[config.mk]
export PLATFORM = sky130hd
export DESIGN_NAME = differential_thrust_allocator_core
export DESIGN_NICKNAME = d
export VERILOG_FILES = /design/src/rtl/dta_pkg.sv /design/src/rtl/dta_mul_round.sv /design/src/rtl/differential_thrust_allocator_core.sv
export VERILOG_INCLUDE_DIRS = /design/src /design/src/rtl
export SDC_FILE = /design/constraint.sdc
export NUM_CORES = 2
export LEC_CHECK = 0
export BUFFER_PORTS_ARGS = -buffer_cell sky130_fd_sc_hd__buf_4
export CORE_UTILIZATION = 45
export CTS_BUF_LIST = sky130_fd_sc_hd__clkbuf_4 sky130_fd_sc_hd__clkbuf_8 sky130_fd_sc_hd__clkbuf_16
export CTS_CLUSTER_DIAMETER = 50
export CTS_CLUSTER_SIZE = 16
export DETAILED_ROUTE_END_ITERATION = 12
export PLACE_DENSITY = 0.6
export SYNTH_ARGS = -nofsm -noshare
export SYNTH_HDL_FRONTEND = slang
export SYNTH_SLANG_ARGS = --single-unit
export TNS_END_PERCENT = 20
[constraint.sdc]
create_clock -name aclk -period 12.77 [get_ports aclk]
set_input_delay 0.6385 -clock aclk [delete_from_list [all_inputs] [get_ports aclk]]
set_output_delay 0.6385 -clock aclk [all_outputs]
set_load 0.005 [all_outputs]
[src/rtl/differential_thrust_allocator_core_assert.svh]
// ----------------------------------------------------------------------------
// Assertion macros for the differential thrust allocator
// Implication checks on the aclk domain, disabled while aresetn is low.
// ----------------------------------------------------------------------------
`ifndef DIFFERENTIAL_THRUST_ALLOCATOR_CORE_ASSERT_SVH
`define DIFFERENTIAL_THRUST_ALLOCATOR_CORE_ASSERT_SVH

// Same-cycle implication.
`define DTA_ASSERT_IMP(label, ante, cons, msg) \
    label: assert property (@(posedge aclk) disable iff (!aresetn) (ante) |-> (cons)) \
        else $error(msg);

// Next-cycle implication.
`define DTA_ASSERT_NXT(label, ante, cons, msg) \
    label: assert property (@(posedge aclk) disable iff (!aresetn) (ante) |=> (cons)) \
        else $error(msg);

`endif

[src/rtl/dta_pkg.sv]
// ----------------------------------------------------------------------------
// dta_pkg
// Widths, codes and polynomial coefficients of the thrust allocator.
// ----------------------------------------------------------------------------
package dta_pkg;

    localparam int FRAC_BITS  = 16;
    localparam int COEF_SHIFT = 24 - FRAC_BITS;
    localparam int DATA_W     = 18;
    localparam int YMAX_W     = 17;
    localparam int PWM_W      = 11;
    localparam int ZONE_W     = 2;
    localparam int MUL_W      = 24;
    localparam int PROD_W     = 2 * MUL_W;
    localparam int RND_W      = 32;
    localparam int ACC_W      = 40;
    localparam int TW         = ACC_W + 2;
    localparam int STEP_W     = 4;

    localparam int PWM_NEUTRAL = 1500;
    localparam int PWM_LOW     = 1100;
    localparam int PWM_HIGH    = 1900;

    localparam logic [STEP_W-1:0] N_TERM_OPS = 4'd3;
    localparam logic [STEP_W-1:0] N_POLY_OPS = 4'd10;

    // zone codes
    localparam logic [ZONE_W-1:0] ZONE_FWD = 2'd0;
    localparam logic [ZONE_W-1:0] ZONE_REV = 2'd1;
    localparam logic [ZONE_W-1:0] ZONE_MIR = 2'd2;

    // configuration register indexes
    localparam logic [2:0] CFG_SURGE_MAX_FWD = 3'd0;
    localparam logic [2:0] CFG_SURGE_FWD_THR = 3'd1;
    localparam logic [2:0] CFG_SURGE_MIN_REV = 3'd2;
    localparam logic [2:0] CFG_YAW_REV_THR   = 3'd3;
    localparam logic [2:0] CFG_YAW_MAX_ABS   = 3'd4;
    localparam logic [2:0] CFG_DZ_POS        = 3'd5;
    localparam logic [2:0] CFG_DZ_NEG        = 3'd6;

    // configuration reset values
    localparam logic signed [DATA_W-1:0] RST_SURGE_MAX_FWD = 18'sd11662;
    localparam logic signed [DATA_W-1:0] RST_SURGE_FWD_THR = 18'sd5831;
    localparam logic signed [DATA_W-1:0] RST_SURGE_MIN_REV = -18'sd4804;
    localparam logic signed [DATA_W-1:0] RST_YAW_REV_THR   = 18'sd9259;
    localparam logic [YMAX_W-1:0]        RST_YAW_MAX_ABS   = 17'd15006;
    localparam logic signed [DATA_W-1:0] RST_DZ_POS        = 18'sd4915;
    localparam logic signed [DATA_W-1:0] RST_DZ_NEG        = -18'sd5243;

    // polynomial term indexes: 1, u, r, u*u, u*r, r*r
    localparam logic [2:0] TERM_ONE = 3'd0;
    localparam logic [2:0] TERM_U   = 3'd1;
    localparam logic [2:0] TERM_R   = 3'd2;
    localparam logic [2:0] TERM_UU  = 3'd3;
    localparam logic [2:0] TERM_UR  = 3'd4;
    localparam logic [2:0] TERM_RR  = 3'd5;
    localparam logic [2:0] N_TERMS  = 3'd6;

    // coefficients in Q.24
    localparam longint FWD_M_Q24 [6] = '{22725, 102302430, 0, -46456111, 0, -18418028};
    localparam longint FWD_D_Q24 [6] = '{0, 0, 106838989, 0, 138073132, 0};
    localparam longint REV_M_Q24 [6] = '{-100425, 103664740, 3371382, -86010076,
                                         17582522, -42422868};
    localparam longint REV_D_Q24 [6] = '{512510, -47214441, 90068484, 456961032,
                                         71620257, 232884535};
    localparam longint COEF_HALF = longint'(1) <<< (COEF_SHIFT - 1);

    // Coefficient rounded half up from Q.24 to FRAC_BITS.
    function automatic logic signed [MUL_W-1:0] coef_q(input logic rev, input logic is_d,
                                                       input logic [2:0] idx);
        longint c24;
        longint rnd;
        c24 = 0;
        if (idx < N_TERMS) begin
            case ({rev, is_d})
                2'b00:   c24 = FWD_M_Q24[idx];
                2'b01:   c24 = FWD_D_Q24[idx];
                2'b10:   c24 = REV_M_Q24[idx];
                2'b11:   c24 = REV_D_Q24[idx];
                default: c24 = 0;
            endcase
        end
        rnd = (c24 + COEF_HALF) >>> COEF_SHIFT;
        return MUL_W'(rnd);
    endfunction

endpackage

[src/rtl/dta_mul_round.sv]
// ----------------------------------------------------------------------------
// dta_mul_round
// Shared signed multiplier with registered product and half-up rounding.
// ----------------------------------------------------------------------------
module dta_mul_round import dta_pkg::*; (
    input  logic                    aclk,
    input  logic signed [MUL_W-1:0] op_a,
    input  logic signed [MUL_W-1:0] op_b,
    output logic signed [RND_W-1:0] result
);

    localparam logic signed [PROD_W-1:0] HALF = PROD_W'(1) <<< (FRAC_BITS - 1);

    logic signed [PROD_W-1:0] prod_reg;
    logic signed [PROD_W-1:0] rnd;

    always_ff @(posedge aclk) begin
        prod_reg <= op_a * op_b;
    end

    // round half up, then floor by the fraction width
    always_comb begin
        rnd    = (prod_reg + HALF) >>> FRAC_BITS;
        result = rnd[RND_W-1:0];
    end

endmodule

[src/rtl/differential_thrust_allocator_core.sv]
// ----------------------------------------------------------------------------
// differential_thrust_allocator_core
// Turns surge and yaw demands into left and right thruster pulse widths.
// ----------------------------------------------------------------------------
// Sequence: a computed tick runs the clamp, the term products, one polynomial pass (two
//   when the forward model is checked and falls back to a reverse zone) and the pulse
//   widths before m_tvalid rises; warm-up ticks go straight to the output stage, and a
//   disarmed beat is taken with no output.
// Flow: one beat at a time, s_tready low until the tick leaves ST_OUT; the single shared
//   multiplier runs 3 term products and 10 (or 20) coefficient products per tick.
// Reset: aresetn (synchronous) clears the sequencer, warm-up count, output valid
//   and loads the configuration registers with their default limits.
// ----------------------------------------------------------------------------
`include "differential_thrust_allocator_core_assert.svh"

module differential_thrust_allocator_core import dta_pkg::*; #(
    parameter int WARMUP_TICKS = 8
) (
    input  logic        aclk,
    input  logic        aresetn,
    // input beats
    input  logic        s_tvalid,
    output logic        s_tready,
    input  logic [39:0] s_tdata,    // [17:0] surge_demand, [35:18] yaw_demand, [39:36] zero
    input  logic [0:0]  s_tuser,    // [0] armed
    // result beats
    output logic        m_tvalid,
    input  logic        m_tready,
    output logic [63:0] m_tdata,    // [10:0] left_pulse, [21:11] right_pulse,
                                    // [39:22] surge_applied, [57:40] yaw_applied, [63:58] zero
    output logic [1:0]  m_tuser,    // [1:0] zone_used
    // configuration writes
    input  logic        cfg_wr_en,
    input  logic [2:0]  cfg_index,
    input  logic [17:0] cfg_wdata
);

    localparam int WCW = (WARMUP_TICKS < 1) ? 1 : $clog2(WARMUP_TICKS + 1);
    localparam logic [WCW-1:0] WARM_MAX = WCW'(WARMUP_TICKS);
    localparam int SW = TW + 9;

    localparam logic signed [SW-1:0]  PWM_NEUTRAL_W = SW'(PWM_NEUTRAL);
    localparam logic signed [SW-1:0]  PWM_LOW_W     = SW'(PWM_LOW);
    localparam logic signed [SW-1:0]  PWM_HIGH_W    = SW'(PWM_HIGH);
    localparam logic [PWM_W-1:0]      PWM_NEUTRAL_O = PWM_W'(PWM_NEUTRAL);
    localparam logic [PWM_W-1:0]      PWM_LOW_O     = PWM_W'(PWM_LOW);
    localparam logic [PWM_W-1:0]      PWM_HIGH_O    = PWM_W'(PWM_HIGH);

    // Sequencer: clamp, three term products, one pass over both polynomials,
    // optional fallback check plus a second pass, then the two pulse widths.
    typedef enum logic [6:0] {
        ST_IDLE  = 7'b0000001,
        ST_CLAMP = 7'b0000010,
        ST_TERMS = 7'b0000100,
        ST_POLY  = 7'b0001000,
        ST_CHECK = 7'b0010000,
        ST_PWM   = 7'b0100000,
        ST_OUT   = 7'b1000000
    } state_t;

    // ------------------------------------------------------------------------
    // Registers
    // ------------------------------------------------------------------------
    state_t                    state_reg,    state_next;
    logic [STEP_W-1:0]         step_reg,     step_next;
    logic                      op_vld_reg,   op_vld_next;
    logic                      check_reg,    check_next;
    logic [WCW-1:0]            warm_cnt_reg, warm_cnt_next;
    logic                      m_tvalid_reg, m_tvalid_next;

    // configuration
    logic signed [DATA_W-1:0]  cfg_smf_reg;
    logic signed [DATA_W-1:0]  cfg_sft_reg;
    logic signed [DATA_W-1:0]  cfg_smr_reg;
    logic signed [DATA_W-1:0]  cfg_yrt_reg;
    logic [YMAX_W-1:0]         cfg_ymax_reg;
    logic signed [DATA_W-1:0]  cfg_dzp_reg;
    logic signed [DATA_W-1:0]  cfg_dzn_reg;

    // working payload
    logic signed [DATA_W-1:0]  u_reg,        u_next;
    logic signed [DATA_W-1:0]  r_reg,        r_next;
    logic signed [MUL_W-1:0]   t_uu_reg,     t_uu_next;
    logic signed [MUL_W-1:0]   t_ur_reg,     t_ur_next;
    logic signed [MUL_W-1:0]   t_rr_reg,     t_rr_next;
    logic signed [ACC_W-1:0]   acc_m_reg,    acc_m_next;
    logic signed [ACC_W-1:0]   acc_d_reg,    acc_d_next;
    logic [ZONE_W-1:0]         zone_reg,     zone_next;
    logic signed [TW-1:0]      adj_reg,      adj_next;
    logic [PWM_W-1:0]          pwm_l_reg,    pwm_l_next;
    logic [PWM_W-1:0]          pwm_r_reg,    pwm_r_next;
    logic [2:0]                op_term_reg,  op_term_next;
    logic                      op_isd_reg,   op_isd_next;
    logic                      op_neg_reg,   op_neg_next;

    // output holding register
    logic [PWM_W-1:0]          o_pwm_l_reg,  o_pwm_l_next;
    logic [PWM_W-1:0]          o_pwm_r_reg,  o_pwm_r_next;
    logic [ZONE_W-1:0]         o_zone_reg,   o_zone_next;
    logic signed [DATA_W-1:0]  o_surge_reg,  o_surge_next;
    logic signed [DATA_W-1:0]  o_yaw_reg,    o_yaw_next;

    // ------------------------------------------------------------------------
    // Shared multiplier
    // ------------------------------------------------------------------------
    logic signed [MUL_W-1:0]   mul_a;
    logic signed [MUL_W-1:0]   mul_b;
    logic signed [RND_W-1:0]   mul_res;
    logic signed [ACC_W-1:0]   mul_res_w;

    dta_mul_round u_mul (
        .aclk   (aclk),
        .op_a   (mul_a),
        .op_b   (mul_b),
        .result (mul_res)
    );

    assign mul_res_w = {{(ACC_W-RND_W){mul_res[RND_W-1]}}, mul_res};

    // ------------------------------------------------------------------------
    // Helpers
    // ------------------------------------------------------------------------
    // Add the dead-zone offset (doubled, since commands are held at 2x).
    function automatic logic signed [TW-1:0] add_deadzone(input logic signed [TW-1:0] x,
                                                          input logic signed [DATA_W-1:0] dzp,
                                                          input logic signed [DATA_W-1:0] dzn);
        logic signed [TW-1:0] dzp2;
        logic signed [TW-1:0] dzn2;
        logic signed [TW-1:0] res;
        dzp2 = {{(TW-DATA_W-1){dzp[DATA_W-1]}}, dzp, 1'b0};
        dzn2 = {{(TW-DATA_W-1){dzn[DATA_W-1]}}, dzn, 1'b0};
        res  = x;
        if (x > 0) begin
            res = x + dzp2;
        end else if (x < 0) begin
            res = x + dzn2;
        end
        return res;
    endfunction

    // 1500 + floor(400 * x / 2^(F+1)), saturated; 400x built as 256x + 128x + 16x.
    function automatic logic [PWM_W-1:0] pwm_scale(input logic signed [TW-1:0] x);
        logic signed [SW-1:0] xw;
        logic signed [SW-1:0] p400;
        logic signed [SW-1:0] v;
        logic [PWM_W-1:0]     res;
        xw   = {{(SW-TW){x[TW-1]}}, x};
        p400 = (xw <<< 8) + (xw <<< 7) + (xw <<< 4);
        v    = (p400 >>> (FRAC_BITS + 1)) + PWM_NEUTRAL_W;
        if (v < PWM_LOW_W) begin
            res = PWM_LOW_O;
        end else if (v > PWM_HIGH_W) begin
            res = PWM_HIGH_O;
        end else begin
            res = v[PWM_W-1:0];
        end
        return res;
    endfunction

    // ------------------------------------------------------------------------
    // Clamp and zone selection
    // ------------------------------------------------------------------------
    logic signed [DATA_W-1:0]  u_hi, u_cl, r_cl;
    logic signed [DATA_W:0]    r_w, ymax_w, r_cl_w, yrt_w;
    logic [ZONE_W-1:0]         zone_pick;
    logic                      check_pick;

    always_comb begin
        // upper clamp first, lower second: crossed limits land on the lower one
        u_hi   = (u_reg > cfg_smf_reg) ? cfg_smf_reg : u_reg;
        u_cl   = (u_hi < cfg_smr_reg) ? cfg_smr_reg : u_hi;
        r_w    = {r_reg[DATA_W-1], r_reg};
        ymax_w = {2'b00, cfg_ymax_reg};
        if (r_w > ymax_w) begin
            r_cl_w = ymax_w;
        end else if (r_w < -ymax_w) begin
            r_cl_w = -ymax_w;
        end else begin
            r_cl_w = r_w;
        end
        r_cl = r_cl_w[DATA_W-1:0];

        // pick the zone from the clamped demands
        yrt_w      = {cfg_yrt_reg[DATA_W-1], cfg_yrt_reg};
        check_pick = 1'b0;
        if (u_reg > cfg_sft_reg) begin
            zone_pick = ZONE_FWD;
        end else if (r_w > yrt_w) begin
            zone_pick = ZONE_REV;
        end else if (r_w < -yrt_w) begin
            zone_pick = ZONE_MIR;
        end else begin
            zone_pick  = ZONE_FWD;
            check_pick = 1'b1;
        end
    end

    // ------------------------------------------------------------------------
    // Polynomial op decode
    // ------------------------------------------------------------------------
    logic                      iss_isd;
    logic [2:0]                iss_term;
    logic signed [MUL_W-1:0]   iss_val;
    logic                      iss_neg;
    logic signed [MUL_W-1:0]   u_ext, r_ext;

    assign u_ext = {{(MUL_W-DATA_W){u_reg[DATA_W-1]}}, u_reg};
    assign r_ext = {{(MUL_W-DATA_W){r_reg[DATA_W-1]}}, r_reg};

    always_comb begin
        // steps 0..4 walk m over u..r*r, steps 5..9 walk d
        iss_isd  = (step_reg >= 4'd5);
        iss_term = iss_isd ? 3'(step_reg - 4'd4) : 3'(step_reg + 4'd1);
        case (iss_term)
            TERM_U:  iss_val = u_ext;
            TERM_R:  iss_val = r_ext;
            TERM_UU: iss_val = t_uu_reg;
            TERM_UR: iss_val = t_ur_reg;
            TERM_RR: iss_val = t_rr_reg;
            default: iss_val = '0;
        endcase
        // mirrored zone folds the yaw sign into the reverse model
        if (zone_reg == ZONE_MIR) begin
            if (iss_isd) begin
                iss_neg = (iss_term == TERM_U) || (iss_term == TERM_UU) || (iss_term == TERM_RR);
            end else begin
                iss_neg = (iss_term == TERM_R) || (iss_term == TERM_UR);
            end
        end else begin
            iss_neg = 1'b0;
        end
    end

    // commands at twice their value
    logic signed [TW-1:0]      m2_w, d_w, twice_l, twice_r;
    logic                      fallback;

    always_comb begin
        m2_w     = {acc_m_reg[ACC_W-1], acc_m_reg, 1'b0};
        d_w      = {{2{acc_d_reg[ACC_W-1]}}, acc_d_reg};
        twice_l  = m2_w + d_w;
        twice_r  = m2_w - d_w;
        fallback = (m2_w <= d_w) || (m2_w <= -d_w);
    end

    logic                      s_accept;
    assign s_tready = state_reg == ST_IDLE;
    assign s_accept = s_tvalid && s_tready;

    // ------------------------------------------------------------------------
    // Next-state logic
    // ------------------------------------------------------------------------
    always_comb begin
        state_next    = state_reg;
        step_next     = step_reg;
        op_vld_next   = 1'b0;
        check_next    = check_reg;
        warm_cnt_next = warm_cnt_reg;
        m_tvalid_next = m_tvalid_reg;
        u_next        = u_reg;
        r_next        = r_reg;
        t_uu_next     = t_uu_reg;
        t_ur_next     = t_ur_reg;
        t_rr_next     = t_rr_reg;
        acc_m_next    = acc_m_reg;
        acc_d_next    = acc_d_reg;
        zone_next     = zone_reg;
        adj_next      = adj_reg;
        pwm_l_next    = pwm_l_reg;
        pwm_r_next    = pwm_r_reg;
        op_term_next  = op_term_reg;
        op_isd_next   = op_isd_reg;
        op_neg_next   = op_neg_reg;
        o_pwm_l_next  = o_pwm_l_reg;
        o_pwm_r_next  = o_pwm_r_reg;
        o_zone_next   = o_zone_reg;
        o_surge_next  = o_surge_reg;
        o_yaw_next    = o_yaw_reg;
        mul_a         = '0;
        mul_b         = '0;

        // drop valid once the beat is taken
        if (m_tvalid_reg && m_tready) begin
            m_tvalid_next = 1'b0;
        end

        // retire the product issued last cycle
        if (op_vld_reg) begin
            if (state_reg == ST_TERMS) begin
                case (op_term_reg)
                    TERM_UU: t_uu_next = mul_res[MUL_W-1:0];
                    TERM_UR: t_ur_next = mul_res[MUL_W-1:0];
                    TERM_RR: t_rr_next = mul_res[MUL_W-1:0];
                    default: ;
                endcase
            end else if (state_reg == ST_POLY) begin
                if (op_isd_reg) begin
                    acc_d_next = op_neg_reg ? acc_d_reg - mul_res_w : acc_d_reg + mul_res_w;
                end else begin
                    acc_m_next = op_neg_reg ? acc_m_reg - mul_res_w : acc_m_reg + mul_res_w;
                end
            end
        end

        case (state_reg)
            ST_IDLE: begin
                if (s_accept) begin
                    if (!s_tuser[0]) begin
                        // disarmed: no beat out, restart warm-up
                        warm_cnt_next = '0;
                    end else if (warm_cnt_reg < WARM_MAX) begin
                        warm_cnt_next = warm_cnt_reg + WCW'(1);
                        u_next        = '0;
                        r_next        = '0;
                        zone_next     = ZONE_FWD;
                        pwm_l_next    = PWM_NEUTRAL_O;
                        pwm_r_next    = PWM_NEUTRAL_O;
                        state_next    = ST_OUT;
                    end else begin
                        u_next     = s_tdata[DATA_W-1:0];
                        r_next     = s_tdata[2*DATA_W-1:DATA_W];
                        state_next = ST_CLAMP;
                    end
                end
            end
            ST_CLAMP: begin
                u_next     = u_cl;
                r_next     = r_cl;
                step_next  = '0;
                state_next = ST_TERMS;
            end
            ST_TERMS: begin
                if (step_reg < N_TERM_OPS) begin
                    case (step_reg[1:0])
                        2'd0: begin
                            mul_a        = u_ext;
                            mul_b        = u_ext;
                            op_term_next = TERM_UU;
                        end
                        2'd1: begin
                            mul_a        = u_ext;
                            mul_b        = r_ext;
                            op_term_next = TERM_UR;
                        end
                        default: begin
                            mul_a        = r_ext;
                            mul_b        = r_ext;
                            op_term_next = TERM_RR;
                        end
                    endcase
                    op_vld_next = 1'b1;
                    step_next   = step_reg + 4'd1;
                end else begin
                    // seed both sums with the constant coefficient
                    zone_next  = zone_pick;
                    check_next = check_pick;
                    acc_m_next = ACC_W'(coef_q(zone_pick != ZONE_FWD, 1'b0, TERM_ONE));
                    acc_d_next = ACC_W'(coef_q(zone_pick != ZONE_FWD, 1'b1, TERM_ONE));
                    step_next  = '0;
                    state_next = ST_POLY;
                end
            end
            ST_POLY: begin
                if (step_reg < N_POLY_OPS) begin
                    mul_a        = coef_q(zone_reg != ZONE_FWD, iss_isd, iss_term);
                    mul_b        = iss_val;
                    op_term_next = iss_term;
                    op_isd_next  = iss_isd;
                    op_neg_next  = iss_neg;
                    op_vld_next  = 1'b1;
                    step_next    = step_reg + 4'd1;
                end else begin
                    step_next  = '0;
                    state_next = check_reg ? ST_CHECK : ST_PWM;
                end
            end
            ST_CHECK: begin
                check_next = 1'b0;
                if (fallback) begin
                    // forward model cannot deliver: rerun with a reverse model
                    zone_next  = r_reg[DATA_W-1] ? ZONE_MIR : ZONE_REV;
                    acc_m_next = ACC_W'(coef_q(1'b1, 1'b0, TERM_ONE));
                    acc_d_next = ACC_W'(coef_q(1'b1, 1'b1, TERM_ONE));
                    step_next  = '0;
                    state_next = ST_POLY;
                end else begin
                    state_next = ST_PWM;
                end
            end
            ST_PWM: begin
                case (step_reg[1:0])
                    2'd0: begin
                        adj_next  = add_deadzone(twice_l, cfg_dzp_reg, cfg_dzn_reg);
                        step_next = step_reg + 4'd1;
                    end
                    2'd1: begin
                        pwm_l_next = pwm_scale(adj_reg);
                        adj_next   = add_deadzone(twice_r, cfg_dzp_reg, cfg_dzn_reg);
                        step_next  = step_reg + 4'd1;
                    end
                    default: begin
                        pwm_r_next = pwm_scale(adj_reg);
                        step_next  = '0;
                        state_next = ST_OUT;
                    end
                endcase
            end
            ST_OUT: begin
                // hold until the output register is free
                if (!m_tvalid_reg || m_tready) begin
                    o_pwm_l_next  = pwm_l_reg;
                    o_pwm_r_next  = pwm_r_reg;
                    o_zone_next   = zone_reg;
                    o_surge_next  = u_reg;
                    o_yaw_next    = r_reg;
                    m_tvalid_next = 1'b1;
                    state_next    = ST_IDLE;
                end
            end
            default: begin
                state_next = ST_IDLE;
            end
        endcase
    end

    // ------------------------------------------------------------------------
    // Control registers
    // ------------------------------------------------------------------------
    always_ff @(posedge aclk) begin
        if (!aresetn) begin
            state_reg    <= ST_IDLE;
            step_reg     <= '0;
            op_vld_reg   <= 1'b0;
            check_reg    <= 1'b0;
            warm_cnt_reg <= '0;
            m_tvalid_reg <= 1'b0;
            cfg_smf_reg  <= RST_SURGE_MAX_FWD;
            cfg_sft_reg  <= RST_SURGE_FWD_THR;
            cfg_smr_reg  <= RST_SURGE_MIN_REV;
            cfg_yrt_reg  <= RST_YAW_REV_THR;
            cfg_ymax_reg <= RST_YAW_MAX_ABS;
            cfg_dzp_reg  <= RST_DZ_POS;
            cfg_dzn_reg  <= RST_DZ_NEG;
        end else begin
            state_reg    <= state_next;
            step_reg     <= step_next;
            op_vld_reg   <= op_vld_next;
            check_reg    <= check_next;
            warm_cnt_reg <= warm_cnt_next;
            m_tvalid_reg <= m_tvalid_next;
            if (cfg_wr_en) begin
                case (cfg_index)
                    CFG_SURGE_MAX_FWD: cfg_smf_reg  <= cfg_wdata;
                    CFG_SURGE_FWD_THR: cfg_sft_reg  <= cfg_wdata;
                    CFG_SURGE_MIN_REV: cfg_smr_reg  <= cfg_wdata;
                    CFG_YAW_REV_THR:   cfg_yrt_reg  <= cfg_wdata;
                    CFG_YAW_MAX_ABS:   cfg_ymax_reg <= cfg_wdata[YMAX_W-1:0];
                    CFG_DZ_POS:        cfg_dzp_reg  <= cfg_wdata;
                    CFG_DZ_NEG:        cfg_dzn_reg  <= cfg_wdata;
                    default: ;
                endcase
            end
        end
    end

    // ------------------------------------------------------------------------
    // Payload registers
    // ------------------------------------------------------------------------
    always_ff @(posedge aclk) begin
        u_reg       <= u_next;
        r_reg       <= r_next;
        t_uu_reg    <= t_uu_next;
        t_ur_reg    <= t_ur_next;
        t_rr_reg    <= t_rr_next;
        acc_m_reg   <= acc_m_next;
        acc_d_reg   <= acc_d_next;
        zone_reg    <= zone_next;
        adj_reg     <= adj_next;
        pwm_l_reg   <= pwm_l_next;
        pwm_r_reg   <= pwm_r_next;
        op_term_reg <= op_term_next;
        op_isd_reg  <= op_isd_next;
        op_neg_reg  <= op_neg_next;
        o_pwm_l_reg <= o_pwm_l_next;
        o_pwm_r_reg <= o_pwm_r_next;
        o_zone_reg  <= o_zone_next;
        o_surge_reg <= o_surge_next;
        o_yaw_reg   <= o_yaw_next;
    end

    // ------------------------------------------------------------------------
    // Outputs
    // ------------------------------------------------------------------------
    assign m_tvalid = m_tvalid_reg;
    assign m_tdata  = {6'b000000, o_yaw_reg, o_surge_reg, o_pwm_r_reg, o_pwm_l_reg};
    assign m_tuser  = o_zone_reg;

    // ------------------------------------------------------------------------
    // Assertions
    // ------------------------------------------------------------------------
    `DTA_ASSERT_NXT(a_disarm_clears_warmup, s_accept && !s_tuser[0], warm_cnt_reg == '0,
        "disarmed beat did not clear the warm-up count")
    `DTA_ASSERT_NXT(a_armed_beat_blocks_input, s_accept && s_tuser[0], !s_tready,
        "armed beat accepted while another tick is in flight")
    `DTA_ASSERT_IMP(a_warmup_bounded, 1'b1, warm_cnt_reg <= WARM_MAX,
        "warm-up count ran past its limit")
    `DTA_ASSERT_IMP(a_pwm_in_range, m_tvalid,
        (m_tdata[10:0] >= PWM_LOW_O) && (m_tdata[10:0] <= PWM_HIGH_O) &&
        (m_tdata[21:11] >= PWM_LOW_O) && (m_tdata[21:11] <= PWM_HIGH_O),
        "pulse width outside the saturation band")
    `DTA_ASSERT_IMP(a_zone_legal, m_tvalid,
        (m_tuser == ZONE_FWD) || (m_tuser == ZONE_REV) || (m_tuser == ZONE_MIR),
        "zone code out of range")

endmodule
---- Word-level counts from Yosys, hierarchy flattened ----
Memory sizes are Yosys's and may differ from the RTL's.
Cells that the tools add are included.
operators by class
  add/sub/neg operators ................... 23
  $mul .................................... 1
  divide/modulo/power cells ............... 0
  order comparisons ....................... 21
  equal/unequal tests ..................... 39
  shifts and indexed selects .............. 0
  muxes and demuxes ....................... 113
  bitwise logic cells ..................... 2
  reduce and logical (&&, ||, !) cells .... 44
operator list
  operator                                                      number
  2-to-1 mux 40 bit                                             14
  2-to-1 mux 32 bit                                             15
  2-to-1 mux 18 bit                                             10
  adder 42 x 19 -> 42 bit                                       4
  2-to-1 mux 42 bit                                             4
  case mux 40 bit (2 select lines)                              2
  2-to-1 mux 24 bit                                             6
  case mux 32 bit (2 select lines)                              2
  case mux 32 bit (4 select lines)                              1
  case mux 24 bit (5 select lines)                              1
  adder 32 x 9 -> 32 bit (second input constant)                3
  case mux 24 bit (2 select lines)                              2
  > comparator 42 x 1 -> 1 bit (second input constant)          2
  less-than comparator 42 x 1 -> 1 bit (second input constant)  2
  case mux 42 bit (2 select lines)                              1
  adder 40 x 32 -> 40 bit                                       2
  subtractor 40 x 32 -> 40 bit                                  2
  2-to-1 mux 11 bit                                             7
  > comparator 18 bit                                           4
  case mux 18 bit (2 select lines)                              2
  adder 50 x 49 -> 51 bit                                       1
  adder 51 x 46 -> 51 bit                                       1
  2-to-1 mux 7 bit                                              7
  case mux 7 bit (7 select lines)                               1
  other kinds (62)                                              147
word-level totals
  register bits ........................... 510
  bits in latches ......................... 0
  memory bits (writable) .................. 0
  memory bits (read-only) ................. 2048
  input bits .............................. 67
  output and inout bits ................... 68
  logic and storage cells ................. 280
  memories kept ........................... 4
memory list
  memory           depth  width  rd ports  clocked after Yosys merged registers in  wr ports  RTL line       source
  (no name shown)  8      64     1         0                                        0         dta_pkg.sv:79  2'b11: c24 = REV_D_Q24[idx];
  (no name shown)  8      64     1         0                                        0         dta_pkg.sv:78  2'b10: c24 = REV_M_Q24[idx];
  (no name shown)  8      64     1         0                                        0         dta_pkg.sv:77  2'b01: c24 = FWD_D_Q24[idx];
  (no name shown)  8      64     1         0                                        0         dta_pkg.sv:76  2'b00: c24 = FWD_M_Q24[idx];

---- Depth between registers and ports, before layout ----
  depth after elaboration ................. 14
  depth in mapped cells ................... 53
  gate-level depth less buffers ........... 50

---- Modules after synthesis ----
Synthesis repeated with hierarchy kept, for this count alone.
unflattened totals
  cells, all modules ...................... 8000
  area total of the unflattened synthesis .. 68330.5 µm²
by module, submodules not included
  module                              instances  cells each  area each (µm²)  sequential area each (µm²)
  differential_thrust_allocator_core  1          5683        46583.4          11641.2
  dta_mul_round                       1          2317        21747.1          660.6

---- Least setup slack after synthesis ----
Ideal clock, no wire load.
  path kind ............................... register to register
  from .................................... reg step_reg[1]
  to ...................................... reg u_mul.prod_reg[47]
  library setup time ...................... 0.072 ns
  arrival ................................. 11.198 ns
  required time ........................... 12.698 ns
  setup slack ............................. 1.500 ns
  cell stages (with the launch flop) ...... 47
  buffers on the path ..................... 6
  period minus slack after synthesis ...... 11.270 ns
  cell sequence ........................... dfxtp_1 -> inv_1 -> ha_1 -> clkbuf_1 -> nand2b_1 -> a21oi_2 -> buf_2 -> buf_1 -> xnor2_1 -> inv_1 -> ha_1 -> clkbuf_1 -> o21ai_0 -> a311oi_1 -> nand2_1 -> or3_1 -> or2_2 -> nor3_1 -> [... 11 more ...] -> fa_1 -> fa_1 -> inv_1 -> fa_1 -> inv_1 -> ha_1 -> a21oi_1 -> nor2b_1 -> o21ai_0 -> nand2b_1 -> a21o_1 -> a21oi_1 -> nor2b_1 -> nor3_1 -> a21oi_1 -> a21o_1 -> a21oi_1 -> xnor2_1
between the ends
  cells in the longest elaborated chain, start to end .. 14
  elaborated cells between the ends (all ways) .. 47
  those cells by class .................... add/sub (3); mul (1); order compare (4); eq/ne (9); mux (22); bitwise (1); reduce/logical (3); memory (4)
RTL lines
  element                                            RTL line                                   source
  start, declared                                    differential_thrust_allocator_core.sv:65   logic [STEP_W-1:0] step_reg, step_next;
  start signal, assigned                             differential_thrust_allocator_core.sv:446  step_reg <= step_next;
  adder 4 x 1 -> 4 bit (tied with other cells)       -
  2-to-1 mux 3 bit                                   differential_thrust_allocator_core.sv:213  iss_term = iss_isd ? 3'(step_reg - 4'd4) : 3'(step_reg + 4'd1);
  NOT 3 -> 4 bit (implied by the code)               -
  memory read (8 x 64 bit) (on tied branches)        -
  2-to-1 mux 32 bit (on tied branches) (2 in a row)  -
  case mux 32 bit (4 select lines)                   dta_pkg.sv:75                              case ({rev, is_d})
  2-to-1 mux 32 bit                                  dta_pkg.sv:74                              if (idx < N_TERMS) begin
  2-to-1 mux 32 bit                                  differential_thrust_allocator_core.sv:364  if (step_reg < N_POLY_OPS) begin
  2-to-1 mux 32 bit                                  differential_thrust_allocator_core.sv:305  case (state_reg)
  adder 32 x 9 -> 32 bit                             dta_pkg.sv:83                              rnd = (c24 + COEF_HALF) >>> COEF_SHIFT;
  2-to-1 mux 24 bit                                  differential_thrust_allocator_core.sv:364
  case mux 24 bit (2 select lines)                   differential_thrust_allocator_core.sv:305
  multiplier 24 x 24 -> 48 bit *                     dta_mul_round.sv:18                        prod_reg <= op_a * op_b;
  end signal, assigned                               dta_mul_round.sv:18
  end, declared                                      dta_mul_round.sv:14                        logic signed [PROD_W-1:0] prod_reg;
Mark *: on every way between the ends. The rest lies on a longest branch, timed or not. The select of a mux whose other input is x is not followed.
A chain may end at the register's enable or synchronous reset.

---- Worst setup path in the final report ----
  from .................................... reg step_reg[1]
  to ...................................... reg u_mul.prod_reg[43]
Same word-level chain as after synthesis.

==> run_results.csv <==
group,metric,value,unit
power,p_per_area,63.6,mW/mm^2
clock_network,cts_tree,"built",
synth,synth-xor-area-share,6.40,%
worst_setup_path,rr_startpoint,"step_reg[1]$_SDFFE_PN0P_",
synth,ys_top_cells_by_count,"inv_1, nand2_1, ha_1",
synth,yosys.area.top_type_share,18.9,%
worst_setup_path,critPathTopFamily,"adder cells",
synth,synth_mux_area_share,0.928,%
worst_setup_path,rr_worst_depth,45,
sta,setup_tns,0,ps
routing,totalWireLength,213000,um
sta,rsz0062_at_grt,"false",
final_layout,final.fill_count,14433,
routing,viasPerCell,5.77,
synth,ys_seq_elements,495,
synth,syn-instance-count,8177,
worst_setup_path,critPathRequiredTime,13370,ps
clock_network,clockBufferDepth,3,
floorplan,initial_core_util,45.5,%
routing,wl_per_cell,20.8,um
sta,setup_viol,0,
sta,max_slew_margin,8.75,%
synth,ys_warn_count,0,
sta,fmax,83.2,MHz
worst_setup_path,worstPathArrival,12610,ps
sta,hold_viol_final,0,
synth,synth_most_common_cell,"inv_1",
place,gp_congestion,0.957,
synth,synthAdderAreaFrac,31.3,%
routing,drcViolationCount,0,
worst_setup_path,path_common_cell,"fa_1",
synth,syn_area,0.0684,mm^2
worst_setup_path,slowest_stage,"fa_1",
run,maxCapViolations,0,
synth,synth_area_leader_cell,"fa_1",
clock_network,cts_root_buf,"clkbuf_16",
hold_path,hold_depth,2,
clock_network,htreeDepth,3,
sta,whs,252,ps
global_routing,grt_max_degree,81,
synth,async_flop_share,0,%
sta,period_needed,12010,ps
worst_setup_path,start_kind,"register",
synth,synth_edf_count,239,
final_layout,fin_util,49.4,%
clock_network,clk_pin_slew,70,ps
floorplan,core-area,0.150,mm^2
power,fin_total_pwr,4.72,mW
hold_path,hp-class,"input port to register",
worst_setup_path,cpPeakStageDelay,580,ps
synth,yosys-top-cells-area,"fa_1, ha_1, edfxtp_1",
global_routing,grt_pass1_wl,331000,um
place,placed_cells,10141,
final_layout,layout.nets,9587,
synth,synth_top_family_by_area,"adder cells",
worst_setup_path,cp.buffers_inverters,9,
floorplan,die_y,392,um
clock_network,clk_latency,690,ps
power,power_leakage,34.0,nW
power,ir_drop,0.0000874,V
final_layout,final_cells,10266,
final_layout,fin_area,0.0742,mm^2
run_status,status,"complete, no violations",
sta,period_share,94.1,%
synth,synth_ff_type,"dfxtp_1",
synth,yosys.area_share.simple,17.7,%
clock_network,cts_made_buffers,66,
worst_setup_path,cp_max_fo,14,
worst_setup_path,r2r_slack,760,ps
final_layout,largest_reg_flops,42,
global_routing,track_usage,27.5,%
worst_setup_path,r2r_end,"u_mul.prod_reg[43]$_DFF_P_",
synth,syn_area_per_cell,8.36,um^2
place,hpwlAfterDp,171000,um
place,place_ws,465,ps
clock_network,cts_sinks,495,
synth,ys_seq_area_share,18.0,%
worst_setup_path,crit_cells,45,
sta,slew_viol_final,0,
clock_network,hold_buffers,0,
hold_path,hold_end,"warm_cnt_reg[3]$_SDFFE_PN0P_",
global_routing,grt_pass1_vias,57539,
floorplan,rows,142,
routing,first_pass_iters,8,
place,placed_cell_area,0.0718,mm^2
routing,drt_iter0_drc,4279,
synth,synth_cell_types,125,
floorplan,io_pins,135,
floorplan,die-area,0.154,mm^2
sta,setup_slack,756,ps
synth,synth_compound_area_share,18.3,%
hold_path,worstHoldStart,"s_tuser",
global_routing,grt-ovfl-total,0,
worst_setup_path,setup.worst_path.class,"register to register",
global_routing,antenna_found_initial,3,
final_layout,syn_to_final_growth,8.48,%
sta,max_slew.worst_pin.slew,1370,ps
sta,fin_skew,71.8,ps
final_layout,drive_above_1_share,6.66,%
routing,postRouteAntennaNets,0,
floorplan,die_w,392,um
place,io_buffers,124,
routing,vias,59205,
worst_setup_path,worst_setup_path_end_kind,"register",
final cells by class:
class	count	area (um^2)	area share, %
Inverter	984	3700	4.98
Antenna cell	2	5.00	0.00675
Timing Repair Buffer	267	2010	2.71
Tap cell	2016	2520	3.40
Sequential cell	495	12300	16.6
Multi-Input combinational cell	6382	51400	69.3
Clock inverter	46	549	0.740
Clock buffer	74	1720	2.32
report_power, final:
part	switching [mW]	internal [mW]
Clock	0.837	1.06
Combinational	0.621	0.395
Sequential	0.0758	1.73
kinds of logic after synthesis:
group           after synthesis
buf+inv                    1306
simple gates               2597
flops                       495
other cells                   2
mux                          63
compound gates             1893
fa+ha+maj                  1325
xor+xnor                    496
cell usage in the layout, fill, tap and decap left out, types with 74 or more instances in the layout:
master	instances
a21o_1	221
a21oi_1	574
a31oi_1	87
buf_4	266
dfxtp_1	254
edfxtp_1	239
fa_1	645
ha_1	678
inv_1	977
nand2_1	968
nand2b_1	92
nand3_1	181
nand4_1	74
nor2_1	650
nor2b_1	88
nor3_1	142
o211ai_1	75
o21ai_0	277
xnor2_1	359
xor2_1	132
metal layers:
metal  routed length [um]  GRT usage (%)
met2               100000           45.9
met4                 5910           7.46
met5                    0              0
met1                94700           37.4
met3                12300           3.38
worst reg2reg max path, delay by kind of cell, from the launching register on:
kind,cells,cell delay (ps)
AO/OA/AOI/OAI,12,2880
buffers and inverters,9,1170
AND/OR/NAND/NOR,13,2870
XOR/XNOR,1,100
adder cells (fa/ha/maj),10,4410
flip-flops,1,500
worst max path at each step:
| stage | start | endpoint | slack [ps] |
|---|---|---|---|
| CTS | step_reg[1]$_SDFFE_PN0P_ | u_mul.prod_reg[47]$_DFF_P_ | 380 |
| global route | step_reg[1]$_SDFFE_PN0P_ | u_mul.prod_reg[47]$_DFF_P_ | 50 |
| finish | step_reg[1]$_SDFFE_PN0P_ | u_mul.prod_reg[43]$_DFF_P_ | 760 |
| floorplan | step_reg[1]$_SDFFE_PN0P_ | u_mul.prod_reg[47]$_DFF_P_ | 1500 |
| global placement | step_reg[1]$_SDFFE_PN0P_ | u_mul.prod_reg[47]$_DFF_P_ | 580 |
| detailed placement | step_reg[1]$_SDFFE_PN0P_ | u_mul.prod_reg[47]$_DFF_P_ | 470 |
what timing repair did:
item,in CTS,in global routing
buffers inserted,0,3
gates resized for setup,0,14
setup endpoints to repair,0,10
Power figures use the tool's default switching activity.
